$ cat src/design/rxsort_pkg.sv
// Shared widths, defaults and controller/datapath command and status types
// for the record exchange sorter. No dependencies.
`default_nettype none

package rxsort_pkg;

   localparam int KEY_W           = 32;
   localparam int PAYLOAD_W       = 32;
   localparam int MAX_RECORDS_DEF = 64;

   // read address select for the record store
   localparam logic [1:0] RD_I      = 2'd0;
   localparam logic [1:0] RD_I_NEXT = 2'd1;
   localparam logic [1:0] RD_J      = 2'd2;
   localparam logic [1:0] RD_J_NEXT = 2'd3;

   typedef struct packed {
      logic       load;       // write incoming word at fill count
      logic       rd_en;      // read store into read register
      logic [1:0] rd_sel;
      logic       a_load;     // hold record of outer position
      logic       cmp_step;   // compare held record against read record, swap
      logic       wb_i;       // write held record back to outer position
      logic       i_clr;
      logic       i_inc;
      logic       j_set_next; // inner index to outer index plus one
      logic       j_inc;
      logic       j_clr;
   } rxsort_cmd_type;

   typedef struct packed {
      logic list_end;  // incoming word closes the list
      logic cnt_zero;  // store empty before the incoming word
      logic j_end;     // inner/output index at last record
      logic i_end;     // outer index at second to last record
   } rxsort_status_type;

endpackage

`default_nettype wire

$ cat src/design/rxsort_ctrl.sv
// Sequencer for load, exchange sort and output phases of the record sorter.
// Depends on rxsort_pkg; commands rxsort_datapath.
`default_nettype none

module rxsort_ctrl import rxsort_pkg::*; (
   input  wire logic              clock,
   input  wire logic              reset,
   input  wire logic              req_valid,
   output logic                   req_ready,
   output logic                   rsp_valid,
   input  wire logic              rsp_ready,
   input  wire rxsort_status_type status,
   output rxsort_cmd_type         cmd
);

   localparam logic [2:0] S_LOAD   = 3'd0;
   localparam logic [2:0] S_RD_I   = 3'd1;
   localparam logic [2:0] S_GET_I  = 3'd2;
   localparam logic [2:0] S_CMP    = 3'd3;
   localparam logic [2:0] S_WB     = 3'd4;
   localparam logic [2:0] S_OUT_RD = 3'd5;
   localparam logic [2:0] S_OUT    = 3'd6;

   logic [2:0] state_ff, state_in;

   always_comb begin
      state_in  = state_ff;
      cmd       = '0;
      cmd.rd_sel = RD_I;
      req_ready = 1'b0;
      rsp_valid = 1'b0;
      case (state_ff)
         S_LOAD: begin
            req_ready = 1'b1;
            if (req_valid) begin
               cmd.load = 1'b1;
               if (status.list_end) begin
                  if (status.cnt_zero) begin
                     cmd.j_clr = 1'b1;
                     state_in  = S_OUT_RD;
                  end else begin
                     cmd.i_clr = 1'b1;
                     state_in  = S_RD_I;
                  end
               end
            end
         end
         S_RD_I: begin
            cmd.rd_en  = 1'b1;
            cmd.rd_sel = RD_I;
            state_in   = S_GET_I;
         end
         S_GET_I: begin
            cmd.a_load     = 1'b1;
            cmd.rd_en      = 1'b1;
            cmd.rd_sel     = RD_I_NEXT;
            cmd.j_set_next = 1'b1;
            state_in       = S_CMP;
         end
         S_CMP: begin
            cmd.cmp_step = 1'b1;
            if (status.j_end) begin
               state_in = S_WB;
            end else begin
               // fetch next inner record while this one is compared
               cmd.rd_en  = 1'b1;
               cmd.rd_sel = RD_J_NEXT;
               cmd.j_inc  = 1'b1;
            end
         end
         S_WB: begin
            cmd.wb_i = 1'b1;
            if (status.i_end) begin
               cmd.j_clr = 1'b1;
               state_in  = S_OUT_RD;
            end else begin
               cmd.i_inc = 1'b1;
               state_in  = S_RD_I;
            end
         end
         S_OUT_RD: begin
            cmd.rd_en  = 1'b1;
            cmd.rd_sel = RD_J;
            state_in   = S_OUT;
         end
         S_OUT: begin
            rsp_valid = 1'b1;
            if (rsp_ready) begin
               if (status.j_end) begin
                  state_in = S_LOAD;
               end else begin
                  cmd.j_inc = 1'b1;
                  state_in  = S_OUT_RD;
               end
            end
         end
         default: begin
            state_in = S_LOAD;
         end
      endcase
   end

   always_ff @(posedge clock) begin
      if (reset) begin
         state_ff <= S_LOAD;
      end else begin
         state_ff <= state_in;
      end
   end

endmodule

`default_nettype wire

$ cat config.mk
export PLATFORM = sky130hd
export DESIGN_NAME = rxsort_ctrl
export DESIGN_NICKNAME = d
export VERILOG_FILES = /design/src/design/rxsort_pkg.sv /design/src/design/rxsort_ctrl.sv
export SDC_FILE = /design/constraint.sdc
export NUM_CORES = 1
export LEC_CHECK = 0
export BUFFER_PORTS_ARGS = -buffer_cell sky130_fd_sc_hd__buf_4
export CAP_MARGIN = 10
export CORE_AREA = 2 2 39 41
export CTS_CLUSTER_DIAMETER = 150
export DETAILED_ROUTE_END_ITERATION = 8
export DIE_AREA = 0 0 41 43
export PLACE_DENSITY = 0.6
export SKIP_LAST_GASP = 1
export SLEW_MARGIN = 25
export SYNTH_ARGS = -nofsm -noshare
export SYNTH_HDL_FRONTEND = slang
export SYNTH_SLANG_ARGS = --single-unit
$ cat constraint.sdc
create_clock -name clock -period 2.15 [get_ports clock]
set_input_delay 0.1075 -clock clock [delete_from_list [all_inputs] [get_ports clock]]
set_output_delay 0.1075 -clock clock [all_outputs]
set_load 0.02 [all_outputs]
==> impl_metrics.toml, run 1 <==
[power]
total_switching_power_mw = 0.1853
intPower_mw = 0.2389
power.share.combinational_pct = 52.3
power.density_cell_area_nw_per_um2 = 815.0
ir_drop_uv = 219.6
static_leakage_nw = 0.2373
p_clk_share_pct = 24.7
power.switching_fraction_pct = 43.69
seq_power_share_pct = 22.9
power.total_mw = 0.4242

[synth]
ys_types = 24
synth.net_count = 61
postSynth.topFlopCell = "dfxtp_1"
gate_count_after_technology_mapping = 53
synth_sequential_area_ratio_pct = 17.39
syn-cell-area_sq_um = 345.3
synth-warning-count = 0
mapped_avg_cell_area_sq_um = 6.516
synth_edf_count = 0
number_of_synthesized_register_bits = 3
asyncSetResetFlopFracSynth_pct = 0

[worst_hold_path]
hold_class = "input pin to flop"
min_path_cells = 2
timing.hold.worst.start = "reset"
whs_endpoint = "state_ff[1]"

[global_routing]
antenna_found_initial = 0
wire_length_of_the_first_global_routing_pass_microns = 1366
vias_in_the_first_global_route = 328
grt_max_degree = 19
track_usage_pct = 11.94
globalRouteOverflowTotal = 0

[sta]
timing.fmax_ghz = 0.6336
timing.max_slew.rel_slack_pct = 70.30
least_margin_pin_slew_ns = 0.4448
grt_setup_unrepaired = "false"
timing.final.hold_violations = 0
final_max_slew_viol_count = 0
setup_viol = 0
final_min_period_over_clock_period_pct = 73.41
setup_slack_ns = 0.5716
final.setup_skew_ns = 0.007087
final_critical_path_time_including_i_o_delays_and_setup_ns = 1.578
final.setup.tns_ns = 0

[final_layout]
final_common_cell = "buf_4"
final_cell_mix = "buf_4, nor2_1, a21oi_1"
antenna_cells = 0
layout-drive-gt1-share_pct = 32.43
final_stage_net_count = 83
max_flop_register = "state_ff"
regArea_sq_um = 60.06
total_area_of_multi_input_combinational_cells_sq_um = 249.0
flow.area_growth_from_synthesis_pct = 50.72
layout_top_registers = "state_ff (3)"
number_of_fill_cells_in_the_layout = 145
largest_register_ffs = 3

[clock_network]
root_buffer = "clkbuf_4"
tritoncts_num_sinks = 3
ctsResizeCount = 0
cts_tree = "built"
postCtsHoldBufs = 0
clkSlewWorstSetupHoldPaths_ns = 0.04
post_cts.repair.setup_buffers = 0
numCtsBuffers = 3
cts_max_level = 1
clock_insertion_delay_at_the_later_pin_of_the_skew_report_ns = 0.25
cts_max_path_buffers = 2

[critical_path]
critical_path.cell_chain = "inv_1 -> o21ai_0 -> nor3b_1 -> buf_4"
r2r-start = "state_ff[2]"
timing.critical_path.from_type = "flop"
critical_path_peak_fanout = 13
timing.critical_path.slowest_stage_cell = "dfxtp_1"
critPathCaptureType = "primary output"
cells_on_worst_reg2reg_path = 3
r2r_setup_slack_ns = 0.85
path_class = "flop to primary output"
r2r-end = "state_ff[2]"
cp_top_family = "flip-flops"
worst_ep_arrival_time_ns = 1.47
critical_path_required_ns = 2.04
cp_bufs_invs = 2
timing.critical_path.slowest_cell_delay_ns = 0.54

[die]
std_cell_rows = 14
die_area_sq_um = 1763
initial_utilization_pct = 24.95
die_width_microns = 41
ioPinCount = 22
die_y_microns = 43
core-area_sq_um = 1384

[drt]
antenna_left = 0
via_per_inst = 4.878
num_vias = 439
routed_wirelength_microns = 931
number_of_design_rule_violations_left_after_detail_routing = 0
drtPass1Iterations = 4
wl_per_cell_microns = 10.34
drt_iter0_markers = 15

[placement]
gp_congestion = 0.7610
post-place-ws_ns = 0.8176
port-buffer-count = 21
dp.final_hpwl_microns = 682.8

[job]
timing.max_cap.violations = 0

[status]
status = "complete, no violations"
==> cell families after synthesis <==
family / after synthesis / synth area share [%]
AND/OR/NAND/NOR: 30 / 47.82
AO/OA/AOI/OAI: 14 / 24.28
buffers and inverters: 6 / 10.51
flip-flops: 3 / 17.39
==> synth_stat cells, types with 2 or more instances <==
library cell  number  area [sq um]
a21oi_1            7         35.03
and2_1             3         18.77
buf_2              2         10.01
dfxtp_1            3         60.06
inv_1              2         7.510
nand2_1            4         15.01
nand2b_1           2         12.51
nand3b_1           3         22.52
nor2_1             9         33.78
nor3b_1            2         15.01
o21ai_0            2         10.01
or3b_1             2         17.52
==> per-layer routing <==
metal	up-vias	global-route usage, %	share of wire [%]	wire (microns)
met2	18	15.63	45	423
met3	3	3.141	9.0	84
met4	0	12.00	2.9	27
met5	-	0	0	0
li1	223	-	-	-
met1	195	14.42	42	395
==> power groups by stage <==
stage	Clock, mW	Combinational (mW)	Sequential, mW
after floorplan	0	0.170	0.0749
after global placement	0	0.224	0.0977
after detailed placement	0	0.223	0.0979
after CTS	0.107	0.225	0.0973
after global routing	0.114	0.244	0.102
final	0.105	0.222	0.0973
==> cell type report <==
| class | instances | area share [%] |
|---|---|---|
| inverters | 2 | 1.442 |
| flip-flops and latches | 3 | 11.54 |
| well taps | 16 | 3.846 |
| repair buffers | 21 | 30.29 |
| clock buffers | 4 | 5.048 |
| multi-input cells | 44 | 47.84 |
==> how the worst max path moves through the flow <==
stage / from / endpoint / slack [ns] / cells past startpoint
final: state_ff[0] / cmd[1] / 0.57 / 4
after global routing: state_ff[0] / cmd[1] / 0.45 / 4
after CTS: state_ff[0] / cmd[1] / 0.54 / 4
after detailed placement: state_ff[0] / cmd[1] / 0.82 / 4
after global placement: state_ff[0] / cmd[1] / 0.83 / 4
after floorplan: state_ff[1] / cmd[4] / 0.40 / 3
==> stage by stage <==
stage	cells	hold slack (ns)	utilization (%)	area [sq um]
2_1_floorplan	53	0.1769	-	345.3
3_3_place_gp	86	0.2929	35.71	494.2
3_5_place_dp	86	0.2910	35.71	494.2
4_1_cts	90	0.03482	37.61	520.5
5_1_grt	90	0.04898	37.61	520.5
6_report	90	0.03845	37.61	520.5
Note: power is estimated with default switching activity, not from simulation.
==> run 2: changes to the inputs <==
==> constraint.sdc (replaced) <==
create_clock -name clock -period 1.5 [get_ports clock]
set_input_delay 0.075 -clock clock [delete_from_list [all_inputs] [get_ports clock]]
set_output_delay 0.075 -clock clock [all_outputs]
set_load 0.02 [all_outputs]
==> impl_metrics.toml, run 2 (synthesis results as in run 1) <==
[status]
status = "complete, no violations"

[clock_network]
cts_tree = "built"
clock_insertion_delay_at_the_later_pin_of_the_skew_report_ns = 0.23
post_cts.repair.setup_buffers = 0
cts_max_path_buffers = 2
numCtsBuffers = 3
clkSlewWorstSetupHoldPaths_ns = 0.04
tritoncts_num_sinks = 3
cts_max_level = 1
root_buffer = "clkbuf_4"

[final_layout]
layout-drive-gt1-share_pct = 40.00
finish.cell_count_without_fillers = 91
largest_register_ffs = 3
max_flop_register = "state_ff"
final_stage_net_count = 84
final_common_cell = "buf_4"
post-route-util_pct = 39.42
final_cell_mix = "buf_4, nor2_1, a21oi_1"
layout_top_registers = "state_ff (3)"
final_design_area_no_fill_sq_um = 545.5
flow.area_growth_from_synthesis_pct = 57.97
antenna_cells = 0

[job]
timing.max_cap.violations = 0

[power]
power.total_mw = 0.6191
ir_drop_uv = 461.8
static_leakage_nw = 0.2472
power.density_cell_area_nw_per_um2 = 1135

[critical_path]
timing.critical_path.slowest_stage_cell = "dfxtp_1"
critical_path.cell_chain = "nor2_2 -> and2_1 -> nor2b_1 -> buf_4"
critical_path_required_ns = 1.42
critical_path_peak_fanout = 10
critPathCaptureType = "primary output"
worst_ep_arrival_time_ns = 1.32
timing.critical_path.slowest_cell_delay_ns = 0.51
path_class = "flop to primary output"
r2r_setup_slack_ns = 0.32
timing.critical_path.from_type = "flop"

[die]
core-area_sq_um = 1384
die_y_microns = 43
die_width_microns = 41
std_cell_rows = 14
initial_utilization_pct = 24.95
ioPinCount = 22
die_area_sq_um = 1763

[sta]
timing.max_slew.rel_slack_pct = 77.28
setup_slack_ns = 0.1064
finalHoldWorstSlack_ns = 0.01598
final.setup.tns_ns = 0
setup_viol = 0
timing.final.hold_violations = 0
least_margin_pin_slew_ns = 0.3403
final.setup_skew_ns = 0.003190
final_min_period_over_clock_period_pct = 92.91
final_critical_path_time_including_i_o_delays_and_setup_ns = 1.394
timing.fmax_ghz = 0.7175
grt_setup_unrepaired = "false"
final_max_slew_viol_count = 0

[placement]
post-place-ws_ns = 0.1900
post_dp_cell_area_sq_um = 511.7
place_inst = 87
gp_congestion = 0.7466
port-buffer-count = 21
dp.final_hpwl_microns = 689.8

[drt]
antenna_left = 0
number_of_design_rule_violations_left_after_detail_routing = 0
wl_per_cell_microns = 10.22
drtPass1Iterations = 2
routed_wirelength_microns = 930
num_vias = 436
drt_iter0_markers = 8
via_per_inst = 4.791

[global_routing]
vias_in_the_first_global_route = 328
grt_max_degree = 16
wire_length_of_the_first_global_routing_pass_microns = 1373
track_usage_pct = 11.42
antenna_found_initial = 0
globalRouteOverflowTotal = 0

[worst_hold_path]
hold_class = "input pin to flop"
[run 2: cell types whose count changed in the layout (fill, tap and decap cells not counted), sizes merged]
cell | previous run | this run
buf | 21 | 22
[run 2: critical path: cells and delay by family (launching register included)]
| kind | cells | cell delay, ns |
|---|---|---|
| flip-flops | 1 | 0.51 |
| buffers and inverters | 1 | 0.15 |
| AND/OR/NAND/NOR | 3 | 0.42 |
[run 2: what timing repair did]
action	CTS	global route
hold buffers	0	0
endpoints found under the setup margin	2	4
gates cloned	0	0
gates resized for setup	1	3
[run 2: final cells by class]
class	instances	area, sq um
Timing Repair Buffer	22	165.2
Sequential cell	3	65.06
Multi-Input combinational cell	44	261.5
Tap cell	16	20.02
Clock buffer	4	26.28
Inverter	2	7.507
Fill cell	149	838.3
[run 2: where the power goes]
group | switching [mW] | internal (mW) | leakage (nW)
clock | 0.0395 | 0.0995 | 0.0150
sequential | 0.0471 | 0.0990 | 0.0258
combinational | 0.176 | 0.158 | 0.206
total | 0.263 | 0.356 | 0.247
[run 2: final timing paths]
kind / start / endpoint / depth (start not counted)
setup / recovery: state_ff[1] / cmd[3] / 4
hold / removal: reset / state_ff[0] / 2
setup reg to reg: state_ff[1] / state_ff[0] / 3
hold reg to reg: state_ff[0] / state_ff[0] / 2
[run 2: metal layers]
layer / routed length (microns) / part of all wire (%) / up-vias / track usage (%)
li1: - / - / 227 / -
met1: 430 / 46 / 193 / 14.06
met2: 416 / 45 / 16 / 16.25
met3: 83 / 8.9 / 0 / 4.712
met4: 0 / 0 / 0 / 6.000
met5: 0 / 0 / - / 0
==> run 3: changes to the inputs <==
--- a/config.mk
+++ b/config.mk
@@ -5,9 +5,10 @@
 export SDC_FILE = /design/constraint.sdc
 export NUM_CORES = 1
 export LEC_CHECK = 0
-export BUFFER_PORTS_ARGS = -buffer_cell sky130_fd_sc_hd__buf_4
+export BUFFER_PORTS_ARGS = -buffer_cell sky130_fd_sc_hd__buf_2
 export CAP_MARGIN = 10
 export CORE_AREA = 2 2 39 41
+export CTS_BUF_LIST = sky130_fd_sc_hd__clkbuf_2
 export CTS_CLUSTER_DIAMETER = 150
 export DETAILED_ROUTE_END_ITERATION = 8
 export DIE_AREA = 0 0 41 43
==> impl_metrics.toml, run 3 (synthesis results as in run 1) <==
[sta]
final.setup.tns_ns = 0
grt_setup_unrepaired = "false"
final_critical_path_time_including_i_o_delays_and_setup_ns = 1.350
timing.final.hold_violations = 0
timing.fmax_ghz = 0.7406
least_margin_pin_slew_ns = 0.3392
finalHoldWorstSlack_ns = 0.06243
final_min_period_over_clock_period_pct = 90.02
final.setup_skew_ns = 0.006286
timing.max_slew.rel_slack_pct = 77.36
setup_viol = 0
final_max_slew_viol_count = 0

[final_layout]
max_flop_register = "state_ff"
flow.area_growth_from_synthesis_pct = 40.22
layout_top_registers = "state_ff (3)"
final_design_area_no_fill_sq_um = 484.2
final_cell_mix = "buf_2, nor2_1, a21oi_1"
number_of_fill_cells_in_the_layout = 157
post-route-util_pct = 34.99
final_stage_net_count = 84
largest_register_ffs = 3
antenna_cells = 0
layout-drive-gt1-share_pct = 41.33
finish.cell_count_without_fillers = 91
final_common_cell = "buf_2"

[drt]
wl_met2_microns = 453
drt_iter0_markers = 9
antenna_left = 0
via_per_inst = 4.824
met3RoutedLength_microns = 43
drtPass1Iterations = 4
number_of_design_rule_violations_left_after_detail_routing = 0
m1WireLength_microns = 401
num_vias = 439
wl_per_cell_microns = 9.879
topRoutingLayerUsed = "met3"
routed_wirelength_microns = 899

[clock_network]
numCtsBuffers = 3
cts_max_path_buffers = 2
root_buffer = "clkbuf_2"
tritoncts_num_sinks = 3
clkSlewWorstSetupHoldPaths_ns = 0.04
cts_max_level = 1
clock_insertion_delay_at_the_later_pin_of_the_skew_report_ns = 0.20
cts_tree = "built"
postCtsHoldBufs = 0

[power]
p_clk_share_pct = 19.8
power.density_cell_area_nw_per_um2 = 1135
total_switching_power_mw = 0.2585
power.share.combinational_pct = 53.8
ir_drop_uv = 293.9
intPower_mw = 0.2911
static_leakage_nw = 0.2403
seq_power_share_pct = 26.3
power.switching_fraction_pct = 47.03

[placement]
dp.final_hpwl_microns = 685.3
gp_congestion = 0.7615
place_inst = 87
post_dp_cell_area_sq_um = 459.2
port-buffer-count = 21

[global_routing]
grt_max_degree = 19
vias_in_the_first_global_route = 355
track_usage_pct = 11.32
globalRouteOverflowTotal = 0
wire_length_of_the_first_global_routing_pass_microns = 1421
antenna_found_initial = 0

[status]
status = "complete, no violations"

[die]
core-area_sq_um = 1384
die_area_sq_um = 1763
initial_utilization_pct = 24.95
die_width_microns = 41
std_cell_rows = 14
ioPinCount = 22
die_y_microns = 43

[critical_path]
critical_path_required_ns = 1.42
timing.critical_path.from_type = "flop"
critPathCaptureType = "primary output"
path_class = "flop to primary output"
critical_path_peak_fanout = 18
worst_ep_arrival_time_ns = 1.28

[job]
timing.max_cap.violations = 0

[worst_hold_path]
hold_class = "input pin to flop"
[run 3: cell count changes in the layout (fill, tap and decap cells not counted)]
| cell | previous run | this run |
|---|---|---|
| dfxtp_4 | 1 | 0 |
| buf_2 | 0 | 21 |
| clkbuf_1 | 1 | 0 |
| clkbuf_4 | 3 | 0 |
| clkbuf_2 | 0 | 4 |
| dfxtp_2 | 1 | 2 |
| buf_4 | 22 | 1 |
[run 3: cell type report]
| class | count | area (sq um) | area share [%] |
|---|---|---|---|
| multi-input cells | 44 | 261.5 | 54.01 |
| repair buffers | 22 | 112.6 | 23.26 |
| flip-flops and latches | 3 | 62.56 | 12.92 |
| clock buffers | 4 | 20.02 | 4.134 |
| well taps | 16 | 20.02 | 4.134 |
| inverters | 2 | 7.507 | 1.550 |
[run 3: path summary, 6_finish.rpt]
check / slack (ns) / startpoint / depth (start not counted) / to
worst max-delay path: 0.15 / state_ff[2] / 3 / cmd[9]
worst min-delay path: 0.06 / reset / 2 / state_ff[0]
worst max register to register: 0.30 / state_ff[2] / 3 / state_ff[2]
worst min register to register: 0.64 / state_ff[1] / 2 / state_ff[0]
[run 3: worst max-delay path, stage by stage, from the launching register on]
cell	delay (ns)
dfxtp_2	0.48
or2b_1	0.27
a21oi_1	0.15
buf_2	0.18
[run 3: metal layers]
metal | track usage (%) | vias to the layer above
met5 | 0 | -
met4 | 4.000 | 0
met3 | 1.571 | 0
met2 | 18.75 | 12
met1 | 14.06 | 200
li1 | - | 227
[run 3: power groups by stage]
stage / Sequential, mW / Combinational [mW] / Clock [mW]
6_report: 0.145 / 0.296 / 0.109
5_1_grt: 0.153 / 0.334 / 0.122
4_1_cts: 0.141 / 0.297 / 0.113
3_5_place_dp: 0.141 / 0.296 / 0
3_3_place_gp: 0.140 / 0.295 / 0
2_1_floorplan: 0.109 / 0.249 / 0
[run 3: per-stage QoR]
step	total power, mW	worst slack [ns]
CTS	0.5517	0.02916
global route	0.6083	0.01221
detailed placement	0.4375	0.1717
finish	0.5496	0.1497
global placement	0.4355	0.2209
floorplan	0.3584	0.1419
[run 3: what timing repair did]
action / 4_1_cts / 5_1_grt
gates resized for setup: 1 / 2
buffers inserted: 0 / 0
endpoints found under the setup margin: 1 / 2
